$ cat config.mk
export PLATFORM = sky130hd
export DESIGN_NAME = linked_list_queue_manager_unit
export DESIGN_NICKNAME = d
export VERILOG_FILES = /design/src/rtl/llq_pkg.sv /design/src/rtl/llq_ram.sv /design/src/rtl/llq_ctrl.sv /design/src/rtl/linked_list_queue_manager_unit.sv
export SDC_FILE = /design/constraint.sdc
export NUM_CORES = 1
export LEC_CHECK = 0
export BUFFER_PORTS_ARGS = -buffer_cell sky130_fd_sc_hd__buf_2
export CAP_MARGIN = 20
export CELL_PAD_IN_SITES_DETAIL_PLACEMENT = 0
export CELL_PAD_IN_SITES_GLOBAL_PLACEMENT = 1
export CORE_ASPECT_RATIO = 0.8
export CORE_MARGIN = 1
export CORE_UTILIZATION = 56
export DETAILED_ROUTE_END_ITERATION = 7
export GPL_ROUTABILITY_DRIVEN = 0
export GPL_TIMING_DRIVEN = 0
export PLACE_DENSITY = 0.84
export SLEW_MARGIN = 0
export SYNTH_ARGS = -nofsm -noshare
export SYNTH_HDL_FRONTEND = slang
export SYNTH_SLANG_ARGS = --single-unit
$ cat constraint.sdc
create_clock -name clk -period 9 [get_ports clk]
set_input_delay 1.8 -clock clk [delete_from_list [all_inputs] [get_ports clk]]
set_output_delay 1.8 -clock clk [all_outputs]
set_load 0.005 [all_outputs]
$ cat src/rtl/llq_pkg.sv
// Shared types and constants of the linked list queue manager.
// Holds command codes, pointer and beat structs and the sequencer states.
// No dependencies.
package llq_pkg;

	// Element fields are six bits wide, so at most 64 pool entries are reachable
	localparam int IDX_W = 6;
	localparam int IDX_RANGE = 64;
	localparam int CNT_OUT_W = 7;
	localparam int CNT_CAP = 127;

	typedef enum logic [2:0] {
		CMD_ENQUEUE = 3'd0,
		CMD_DEQUEUE = 3'd1,
		CMD_PUSH    = 3'd2,
		CMD_INSERT  = 3'd3,
		CMD_REMOVE  = 3'd4,
		CMD_COUNT   = 3'd5,
		CMD_EMPTY   = 3'd6
	} cmd_t;

	// Pointer or link: null mark plus element index
	typedef struct packed {
		logic             nul;
		logic [IDX_W-1:0] idx;
	} ptr_t;

	localparam ptr_t NULL_PTR = '{nul: 1'b1, idx: '0};

	typedef struct packed {
		cmd_t             command;
		logic [IDX_W-1:0] element;
		logic [IDX_W-1:0] prev_element;
		logic             prev_none;
	} item_t;

	typedef struct packed {
		logic [IDX_W-1:0]     taken_element;
		logic                 taken_none;
		logic [CNT_OUT_W-1:0] element_count;
		logic                 is_empty;
	} result_t;

	typedef enum logic [2:0] {
		S_IDLE,
		S_EXEC,
		S_READ,
		S_WRITE2,
		S_WALK,
		S_RESULT
	} state_t;

endpackage

$ cat src/rtl/llq_ram.sv
// Generic simple dual-port RAM: one write port, one read port, registered read.
// No dependencies.
module llq_ram #(
	parameter int WIDTH = 7,
	parameter int DEPTH = 64,
	localparam int AW = $clog2(DEPTH)
) (
	input  logic             clk,
	input  logic             we,
	input  logic [AW-1:0]    waddr,
	input  logic [WIDTH-1:0] wdata,
	input  logic             re,
	input  logic [AW-1:0]    raddr,
	output logic [WIDTH-1:0] rdata
);

	logic [WIDTH-1:0] mem [DEPTH];

	// Write port
	always_ff @(posedge clk) begin
		if (we) begin
			mem[waddr] <= wdata;
		end
	end

	// Registered read port
	always_ff @(posedge clk) begin
		if (re) begin
			rdata <= mem[raddr];
		end
	end

endmodule

$ cat src/rtl/llq_ctrl.sv
// Command sequencer of the linked list queue manager: head/tail pointers,
// read-modify-write of the link memory and the counting walk.
// Depends on llq_pkg.
module llq_ctrl #(
	parameter int POOL_SIZE = 64,
	localparam int DEPTH = (POOL_SIZE < llq_pkg::IDX_RANGE) ? POOL_SIZE : llq_pkg::IDX_RANGE,
	localparam int AW = $clog2(DEPTH),
	localparam int CNT_W = $clog2(POOL_SIZE + 1)
) (
	input  logic             clk,
	input  logic             arst_n,
	input  logic             start,
	input  llq_pkg::item_t   item,
	output logic             ready,
	input  logic             res_free,
	output logic             done,
	output llq_pkg::result_t result,
	output logic             we,
	output logic [AW-1:0]    waddr,
	output llq_pkg::ptr_t    wdata,
	output logic             re,
	output logic [AW-1:0]    raddr,
	input  llq_pkg::ptr_t    rdata
);

	function automatic logic [AW-1:0] to_addr(input logic [llq_pkg::IDX_W-1:0] i);
		return AW'(i);
	endfunction

	llq_pkg::state_t st_q, st_d;
	llq_pkg::cmd_t cmd_q;
	logic [llq_pkg::IDX_W-1:0] elem_q;
	llq_pkg::ptr_t pv_q;
	logic eok_q, pok_q;
	llq_pkg::ptr_t head_q, head_d, tail_q, tail_d;
	logic [llq_pkg::IDX_W-1:0] wtgt_q, wtgt_d;
	logic [CNT_W-1:0] cnt_q, cnt_d;
	logic [llq_pkg::IDX_W-1:0] taken_q, taken_d;
	logic tnone_q, tnone_d;

	llq_pkg::ptr_t e_ptr;
	logic cmd_ok, e_is_head, e_is_tail, ins_append, do_enq, do_push, walk_end;

	// Decode the held command
	always_comb begin
		e_ptr = '{nul: 1'b0, idx: elem_q};
		e_is_head = (head_q == e_ptr);
		e_is_tail = (tail_q == e_ptr);
		ins_append = head_q.nul || (pv_q == tail_q);
		case (cmd_q)
			llq_pkg::CMD_ENQUEUE, llq_pkg::CMD_PUSH: cmd_ok = eok_q;
			llq_pkg::CMD_INSERT, llq_pkg::CMD_REMOVE: cmd_ok = eok_q && pok_q;
			default: cmd_ok = 1'b1;
		endcase
		do_enq = cmd_ok && ((cmd_q == llq_pkg::CMD_ENQUEUE) ||
			(cmd_q == llq_pkg::CMD_INSERT && ins_append));
		do_push = cmd_ok && ((cmd_q == llq_pkg::CMD_PUSH) ||
			(cmd_q == llq_pkg::CMD_INSERT && !ins_append && pv_q.nul));
		walk_end = rdata.nul || (cnt_q == CNT_W'(POOL_SIZE));
	end

	// Next state
	always_comb begin
		st_d = st_q;
		case (st_q)
			llq_pkg::S_IDLE: begin
				if (start) st_d = llq_pkg::S_EXEC;
			end
			llq_pkg::S_EXEC: begin
				st_d = llq_pkg::S_RESULT;
				if (do_enq) begin
					if (!head_q.nul && !tail_q.nul) st_d = llq_pkg::S_WRITE2;
				end else if (cmd_ok && !do_push) begin
					case (cmd_q)
						llq_pkg::CMD_DEQUEUE: begin
							if (!head_q.nul) st_d = llq_pkg::S_READ;
						end
						llq_pkg::CMD_INSERT: st_d = llq_pkg::S_READ;
						llq_pkg::CMD_REMOVE: begin
							if (e_is_head || !pv_q.nul) st_d = llq_pkg::S_READ;
						end
						llq_pkg::CMD_COUNT: begin
							if (!head_q.nul) st_d = llq_pkg::S_WALK;
						end
						default: st_d = llq_pkg::S_RESULT;
					endcase
				end
			end
			llq_pkg::S_READ: begin
				st_d = (cmd_q == llq_pkg::CMD_INSERT) ? llq_pkg::S_WRITE2 : llq_pkg::S_RESULT;
			end
			llq_pkg::S_WRITE2: st_d = llq_pkg::S_RESULT;
			llq_pkg::S_WALK: begin
				if (walk_end) st_d = llq_pkg::S_RESULT;
			end
			llq_pkg::S_RESULT: begin
				if (res_free) st_d = llq_pkg::S_IDLE;
			end
			default: st_d = llq_pkg::S_IDLE;
		endcase
	end

	// Memory accesses and pointer updates per state
	always_comb begin
		we = 1'b0;
		waddr = to_addr(elem_q);
		wdata = llq_pkg::NULL_PTR;
		re = 1'b0;
		raddr = to_addr(head_q.idx);
		head_d = head_q;
		tail_d = tail_q;
		wtgt_d = wtgt_q;
		cnt_d = cnt_q;
		taken_d = taken_q;
		tnone_d = tnone_q;
		done = 1'b0;
		case (st_q)
			llq_pkg::S_IDLE: begin
				if (start) begin
					taken_d = '0;
					tnone_d = 1'b1;
					cnt_d = '0;
				end
			end
			llq_pkg::S_EXEC: begin
				if (do_enq) begin
					// Terminate the new element, link it behind the old tail later
					we = 1'b1;
					if (head_q.nul) head_d = e_ptr;
					wtgt_d = tail_q.idx;
					tail_d = e_ptr;
				end else if (do_push) begin
					we = 1'b1;
					wdata = head_q;
					if (head_q.nul) tail_d = e_ptr;
					head_d = e_ptr;
				end else if (cmd_ok) begin
					case (cmd_q)
						llq_pkg::CMD_DEQUEUE: begin
							if (!head_q.nul) begin
								taken_d = head_q.idx;
								tnone_d = 1'b0;
								re = 1'b1;
							end
						end
						llq_pkg::CMD_INSERT: begin
							re = 1'b1;
							raddr = to_addr(pv_q.idx);
						end
						llq_pkg::CMD_REMOVE: begin
							if (e_is_head || !pv_q.nul) begin
								re = 1'b1;
								raddr = to_addr(elem_q);
							end else if (e_is_tail) begin
								tail_d = pv_q;
							end
						end
						llq_pkg::CMD_COUNT: begin
							if (!head_q.nul) begin
								re = 1'b1;
								cnt_d = CNT_W'(1);
							end
						end
						default: ;
					endcase
				end
			end
			llq_pkg::S_READ: begin
				case (cmd_q)
					llq_pkg::CMD_DEQUEUE: begin
						head_d = rdata;
						if (rdata.nul) tail_d = llq_pkg::NULL_PTR;
					end
					llq_pkg::CMD_INSERT: begin
						// New element takes the predecessor's link
						we = 1'b1;
						wdata = rdata;
						wtgt_d = pv_q.idx;
					end
					llq_pkg::CMD_REMOVE: begin
						if (e_is_head) begin
							head_d = rdata;
						end else begin
							we = 1'b1;
							waddr = to_addr(pv_q.idx);
							wdata = rdata;
						end
						if (e_is_tail) tail_d = pv_q;
					end
					default: ;
				endcase
			end
			llq_pkg::S_WRITE2: begin
				we = 1'b1;
				waddr = to_addr(wtgt_q);
				wdata = e_ptr;
			end
			llq_pkg::S_WALK: begin
				// Follow the link just read, one element per cycle
				if (!walk_end) begin
					re = 1'b1;
					raddr = to_addr(rdata.idx);
					cnt_d = cnt_q + CNT_W'(1);
				end
			end
			llq_pkg::S_RESULT: done = res_free;
			default: ;
		endcase
	end

	// Control state and pointers
	always_ff @(posedge clk or negedge arst_n) begin
		if (!arst_n) begin
			st_q <= llq_pkg::S_IDLE;
			head_q <= llq_pkg::NULL_PTR;
			tail_q <= llq_pkg::NULL_PTR;
		end else begin
			st_q <= st_d;
			head_q <= head_d;
			tail_q <= tail_d;
		end
	end

	// Held command beat and working registers
	always_ff @(posedge clk) begin
		if (start && st_q == llq_pkg::S_IDLE) begin
			cmd_q <= item.command;
			elem_q <= item.element;
			pv_q <= item.prev_none ? llq_pkg::NULL_PTR :
				llq_pkg::ptr_t'{nul: 1'b0, idx: item.prev_element};
			eok_q <= 32'(item.element) < 32'(POOL_SIZE);
			pok_q <= item.prev_none || (32'(item.prev_element) < 32'(POOL_SIZE));
		end
		wtgt_q <= wtgt_d;
		cnt_q <= cnt_d;
		taken_q <= taken_d;
		tnone_q <= tnone_d;
	end

	assign ready = (st_q == llq_pkg::S_IDLE);

	always_comb begin
		result.taken_element = taken_q;
		result.taken_none = tnone_q;
		result.element_count = (32'(cnt_q) > 32'(llq_pkg::CNT_CAP)) ?
			llq_pkg::CNT_OUT_W'(llq_pkg::CNT_CAP) : llq_pkg::CNT_OUT_W'(cnt_q);
		result.is_empty = head_q.nul;
	end

	// The sequencer never reads and writes the same link in one cycle
	a_no_rw_collision: assert property (@(posedge clk) disable iff (!arst_n)
		!(we && re && waddr == raddr))
		else $error("link read and write collide");

	// The walk count stays within the pool
	a_walk_bounds: assert property (@(posedge clk) disable iff (!arst_n)
		st_q == llq_pkg::S_WALK |-> (cnt_q != '0 && 32'(cnt_q) <= 32'(POOL_SIZE)))
		else $error("walk count out of range");

	// An accepted beat starts execution with its command held
	a_start_exec: assert property (@(posedge clk) disable iff (!arst_n)
		start && ready |=> (st_q == llq_pkg::S_EXEC && cmd_q == $past(item.command)))
		else $error("accepted command not executed");

endmodule

$ cat src/rtl/linked_list_queue_manager_unit.sv
// Singly linked queue manager over a pool of element indices.
//
// Item channel (item_valid / item_stall) carries one command beat: command,
// element, prev_element, prev_none. Result channel (result_valid /
// result_stall) returns exactly one beat per command: taken_element,
// taken_none, element_count, is_empty.
// One command is worked at a time; the link memory (one write port, one
// registered read port) sets the pace. Push, empty query, unused or rejected
// commands, dequeue and count of an empty queue, enqueue with a null tail and
// a remove that needs no link go from S_EXEC straight to S_RESULT; dequeue and
// a remove that reads a link pass S_READ, enqueue behind a tail S_WRITE2, and
// insert in the middle S_READ then S_WRITE2 (insert at either end runs as push
// or enqueue); count walks N linked elements in S_WALK (N at most POOL_SIZE).
// A new command is accepted in the cycle after the result is loaded, even
// while that result still waits to be taken.
// Reset clears head and tail to null; link entries stay undefined until
// written and need no clearing. While result_stall is high a held result beat
// stays, and a finished command waits in S_RESULT until that beat is taken.
// Depends on llq_pkg, llq_ctrl, llq_ram.
module linked_list_queue_manager_unit #(
	parameter int POOL_SIZE = 64
) (
	input  logic                                clk,
	input  logic                                arst_n,
	input  logic                                item_valid,
	output logic                                item_stall,
	input  logic [2:0]                          command,
	input  logic [llq_pkg::IDX_W-1:0]           element,
	input  logic [llq_pkg::IDX_W-1:0]           prev_element,
	input  logic                                prev_none,
	output logic                                result_valid,
	input  logic                                result_stall,
	output logic [llq_pkg::IDX_W-1:0]           taken_element,
	output logic                                taken_none,
	output logic [llq_pkg::CNT_OUT_W-1:0]       element_count,
	output logic                                is_empty
);

	localparam int DEPTH = (POOL_SIZE < llq_pkg::IDX_RANGE) ? POOL_SIZE : llq_pkg::IDX_RANGE;
	localparam int AW = $clog2(DEPTH);

	llq_pkg::item_t item;
	llq_pkg::result_t res, out_q;
	logic ready, done, res_free, out_valid_q;
	logic we, re;
	logic [AW-1:0] waddr, raddr;
	llq_pkg::ptr_t wdata, rdata;

	// Pack the command beat
	always_comb begin
		item.command = llq_pkg::cmd_t'(command);
		item.element = element;
		item.prev_element = prev_element;
		item.prev_none = prev_none;
	end

	assign item_stall = !ready;
	assign res_free = !out_valid_q || !result_stall;

	llq_ctrl #(
		.POOL_SIZE(POOL_SIZE)
	) u_ctrl (
		.clk(clk),
		.arst_n(arst_n),
		.start(item_valid),
		.item(item),
		.ready(ready),
		.res_free(res_free),
		.done(done),
		.result(res),
		.we(we),
		.waddr(waddr),
		.wdata(wdata),
		.re(re),
		.raddr(raddr),
		.rdata(rdata)
	);

	llq_ram #(
		.WIDTH($bits(llq_pkg::ptr_t)),
		.DEPTH(DEPTH)
	) u_links (
		.clk(clk),
		.we(we),
		.waddr(waddr),
		.wdata(wdata),
		.re(re),
		.raddr(raddr),
		.rdata(rdata)
	);

	// Result beat register: load on completion, drop when taken
	always_ff @(posedge clk or negedge arst_n) begin
		if (!arst_n) begin
			out_valid_q <= 1'b0;
		end else if (done) begin
			out_valid_q <= 1'b1;
		end else if (!result_stall) begin
			out_valid_q <= 1'b0;
		end
	end

	always_ff @(posedge clk) begin
		if (done) begin
			out_q <= res;
		end
	end

	assign result_valid = out_valid_q;
	assign taken_element = out_q.taken_element;
	assign taken_none = out_q.taken_none;
	assign element_count = out_q.element_count;
	assign is_empty = out_q.is_empty;

endmodule

==> flow_results.xml <==
<?xml version="1.0" encoding="UTF-8"?>
<metrics>
  <group name="layout">
    <metric name="area_of_all_placed_cells_without_fillers" unit="um^2">24600</metric>
    <metric name="final_layout_size_suffix_gt1_frac" unit="">0.0867</metric>
    <metric name="nets" unit="">1895</metric>
    <metric name="area.growth.synth_to_final" unit="%">12.1</metric>
    <metric name="combined_area_of_the_multi_input_logic_cells" unit="um^2">5910</metric>
    <metric name="layout.cells.most_common" unit="">edfxtp_1</metric>
    <metric name="nFillCells" unit="">2953</metric>
    <metric name="layout.cells.most_common_list" unit="">edfxtp_1, nand2_1, nand3_1</metric>
    <metric name="antenna_cells_inserted" unit="">0</metric>
    <metric name="layout.core_utilization" unit="">0.640</metric>
    <metric name="regArea" unit="um^2">15600</metric>
  </group>
  <group name="synth">
    <metric name="syn_area" unit="um^2">21900</metric>
    <metric name="synth_area_per_cell" unit="um^2">12.4</metric>
    <metric name="synth.top_cells.by_area" unit="">edfxtp_1, nand2_1, nand3_1, nor2_1, dfrtp_1</metric>
    <metric name="synthesis.yosys.warnings" unit="">0</metric>
    <metric name="synth_sequential_area_ratio" unit="">0.713</metric>
    <metric name="largest_area_contributor_in_the_netlist" unit="">edfxtp_1</metric>
    <metric name="synthDominantCellAreaShare" unit="">0.692</metric>
    <metric name="syn_nets" unit="">1799</metric>
    <metric name="synthesis.instances" unit="">1777</metric>
    <metric name="fraction_of_registers_with_async_set_reset" unit="">0.0344</metric>
    <metric name="yosys.cell_types.count" unit="">69</metric>
    <metric name="synth_enable_flop_cells" unit="">506</metric>
    <metric name="synthFlopType" unit="">edfxtp_1</metric>
    <metric name="ys_ff_latch" unit="">524</metric>
  </group>
  <group name="setup_path">
    <metric name="setup.worst_path.start_class" unit="">register</metric>
    <metric name="critical_path.n_buffers_inverters" unit="">2</metric>
    <metric name="critical_path_depth" unit="">12</metric>
    <metric name="cp_cell_sequence" unit="">xnor2_1, nand4_1, o31ai_4, o311ai_2, a221oi_1, clkbuf_1, buf_1, nand2_1, nand4_1, nand3_1, nor3_1, or4_1</metric>
    <metric name="maximum_fanout_encountered_on_the_critical_timing_path" unit="">10</metric>
    <metric name="critical_path.most_common_cell" unit="">nand4_1</metric>
    <metric name="critical_path.slowest_cell" unit="">a221oi_1</metric>
    <metric name="required" unit="ns">9.43</metric>
    <metric name="critical_path_class" unit="">register to register</metric>
    <metric name="startpoint" unit="">u_ctrl.pv_q[1]$_SDFFCE_PP0P_</metric>
    <metric name="critical-path-top-delay-family" unit="">compound AO/OA/AOI/OAI gates</metric>
    <metric name="critical-path-max-stage-delay" unit="ns">0.97</metric>
    <metric name="cp_data_arrival_time" unit="ns">6.00</metric>
    <metric name="setup.worst_path.end_class" unit="">register</metric>
    <metric name="reg2reg_depth" unit="">12</metric>
    <metric name="crit-reg2reg-launch" unit="">u_ctrl.pv_q[1]$_SDFFCE_PP0P_</metric>
  </group>
  <group name="cts">
    <metric name="cts_h_tree_lvls" unit="">2</metric>
    <metric name="clk_pin_slew" unit="ns">0.07</metric>
    <metric name="cts-buffers-inserted" unit="">49</metric>
    <metric name="cts-resized-gates" unit="">0</metric>
    <metric name="clkSinkCount" unit="">524</metric>
    <metric name="post_cts.repair.setup_buffers" unit="">0</metric>
    <metric name="clk_path_buf_depth" unit="">3</metric>
    <metric name="worst_skew_pair.late_latency" unit="ns">0.58</metric>
    <metric name="cts_tree" unit="">done</metric>
    <metric name="clockRootBuffer" unit="">clkbuf_16</metric>
    <metric name="cts-hold-fix-buffers" unit="">0</metric>
  </group>
  <group name="sta">
    <metric name="finalSetupTns" unit="ns">0</metric>
    <metric name="finalHoldViolCount" unit="">0</metric>
    <metric name="period_share" unit="">0.618</metric>
    <metric name="fmax" unit="GHz">0.180</metric>
    <metric name="rsz0062_at_grt" unit="">no</metric>
    <metric name="slew_violations" unit="">0</metric>
    <metric name="setup_violations" unit="">0</metric>
    <metric name="maxSlewHeadroom" unit="">0.209</metric>
    <metric name="worst_clock_skew" unit="ns">0.0174</metric>
    <metric name="timing.final.crit_period" unit="ns">5.56</metric>
    <metric name="tightestPinTransition" unit="ns">1.18</metric>
  </group>
  <group name="placed_design">
    <metric name="portBuffers" unit="">36</metric>
    <metric name="place.detailed.hpwl" unit="mm">41.0</metric>
    <metric name="place_area" unit="um^2">22900</metric>
  </group>
  <group name="drt">
    <metric name="routed_wirelength" unit="mm">60.2</metric>
    <metric name="dr.first_iter.drc_count" unit="">2197</metric>
    <metric name="remaining_drc_errors" unit="">0</metric>
    <metric name="wl_per_cell" unit="um">25.0</metric>
    <metric name="route.vias.total" unit="">15200</metric>
    <metric name="ant_nets" unit="">0</metric>
    <metric name="post_drt_via_cell_ratio" unit="">6.30</metric>
    <metric name="detailedRoute.firstPassIterationCount" unit="">6</metric>
  </group>
  <group name="floorplanning">
    <metric name="core" unit="um^2">38400</metric>
    <metric name="ios" unit="">37</metric>
    <metric name="floorplan.die_area" unit="um^2">40000</metric>
    <metric name="floorplan_die_height" unit="um">179</metric>
    <metric name="initial_utilization" unit="">0.571</metric>
    <metric name="number_of_standard_cell_rows_in_the_floorplan" unit="">64</metric>
    <metric name="die_w" unit="um">223</metric>
  </group>
  <group name="global_routing">
    <metric name="grt_antenna_before_repair" unit="">0</metric>
    <metric name="grt_first_pass_wirelength" unit="mm">89.5</metric>
    <metric name="globalRoute.totalOverflow" unit="">0</metric>
    <metric name="grt_util_all_layers" unit="">0.308</metric>
    <metric name="grt_max_degree" unit="">65</metric>
    <metric name="vias_in_the_first_global_route" unit="">14400</metric>
  </group>
  <group name="pwr">
    <metric name="p_leak" unit="uW">0.00857</metric>
    <metric name="power_per_cell_area" unit="nW/um^2">387</metric>
    <metric name="vdd.ir_drop.worst" unit="mV">0.233</metric>
  </group>
  <group name="worst_hold_path">
    <metric name="worstHoldStart" unit="">u_ctrl.tnone_q$_DFFE_PP_</metric>
    <metric name="hold_path.class" unit="">register to register</metric>
    <metric name="worst_hold_path.num_cells" unit="">0</metric>
  </group>
  <group name="job">
    <metric name="cap_viol_max_count" unit="">0</metric>
  </group>
  <group name="status">
    <metric name="outcome" unit="">completed</metric>
  </group>
</metrics>
-- cell usage after synthesis (all sizes together) (3+ instances only) --
cell	instances
nor3	30
nand2b	9
nand4	40
o21a	5
dfrtp	16
a221oi	4
o311ai	14
mux2i	29
nor2b	10
or4	8
nand2	455
and3	11
o21ai	27
or2	3
a211oi	5
nor4	3
a32o	3
nor2	147
clkbuf	70
a32oi	31
a31oi	41
a22oi	11
a22o	5
edfxtp	506
o31ai	5
xor2	8
nand3	156
buf	28
a21oi	41
xnor2	17
inv	9
-- cells by family after synthesis --
family                     after synthesis  synth area share
AOI/OAI and AO/OA                      210            0.0690
xor gates and xnor gates                25           0.00998
adders and majority gates                2           0.00114
buffers and inverters                  108            0.0203
DFF                                    524             0.713
muxes                                   29            0.0132
and+or+nand+nor                        879             0.173
-- where the power goes --
group          total [uW]  internal (uW)  switching [uW]
sequential           3060           2940             118
clock                2170           1270             908
combinational        4290           1130            3160
-- worst register-to-register path, cell delays in order, from the launching register on --
cell and delay (ns):
edfxtp_1 0.51, xnor2_1 0.22, nand4_1 0.25, o31ai_4 0.55
o311ai_2 0.34, a221oi_1 0.97, clkbuf_1 0.84, buf_1 0.45
nand2_1 0.11, nand4_1 0.11, nand3_1 0.12, nor3_1 0.74
or4_1 0.24
-- routing by layer --
metal | up-vias | share of wire | track usage
li1 | 6753 | - | -
met1 | 7481 | 0.42 | 0.451
met2 | 825 | 0.44 | 0.461
met3 | 121 | 0.11 | 0.0715
met4 | 0 | 0.029 | 0.0933
met5 | - | 0 | 0
-- state kept, by name, indices dropped and copies added, names as in the netlist --
register and flops:
u_links.mem 448, element_count 7, u_ctrl.cnt_q 7, u_ctrl.pv_q 7
u_ctrl.tail_q 7, u_links.rdata 7, taken_element 6, u_ctrl.elem_q 6
u_ctrl.head_q 6, u_ctrl.taken_q 6, u_ctrl.wtgt_q 6, u_ctrl.cmd_q 3
u_ctrl.st_q 3, is_empty 1, result_valid 1, taken_none 1
u_ctrl.result 1, u_ctrl.tnone_q 1
-- through the flow --
stage               power [uW]  worst slack [ns]  cells  hold WS [ns]
floorplan                 5620              5.42   1777         0.400
global placement          7190              3.69   2308         0.408
detailed placement        7280              3.64   2314         0.405
CTS                       9420              3.60   2406         0.419
global route              9920              3.21   2409         0.426
finish                    9530              3.44   2409         0.417
-- final cells by class --
cell class                      count  area share
Timing Repair Buffer               45      0.0122
Tap cell                          495      0.0252
Clock inverter                     33      0.0150
Inverter                           10     0.00153
Buffer                             98      0.0166
Clock buffer                       59      0.0531
Multi-Input combinational cell   1145       0.240
Sequential cell                   524       0.636
-- worst paths after layout --
path                                                 to  slack, ns
hold / removal                     taken_none$_DFFE_PP_       0.42
hold reg to reg                    taken_none$_DFFE_PP_       0.42
setup reg to reg             u_links.rdata[2]$_DFFE_PP_       3.44
max in group asynchronous  u_ctrl.result[0]$_DFFE_PN1P_       7.47
setup / recovery             u_links.rdata[2]$_DFFE_PP_       3.44
min in group asynchronous  u_ctrl.tail_q[1]$_DFFE_PN0P_       1.18
No activity file was read; power rests on OpenSTA's default activity.
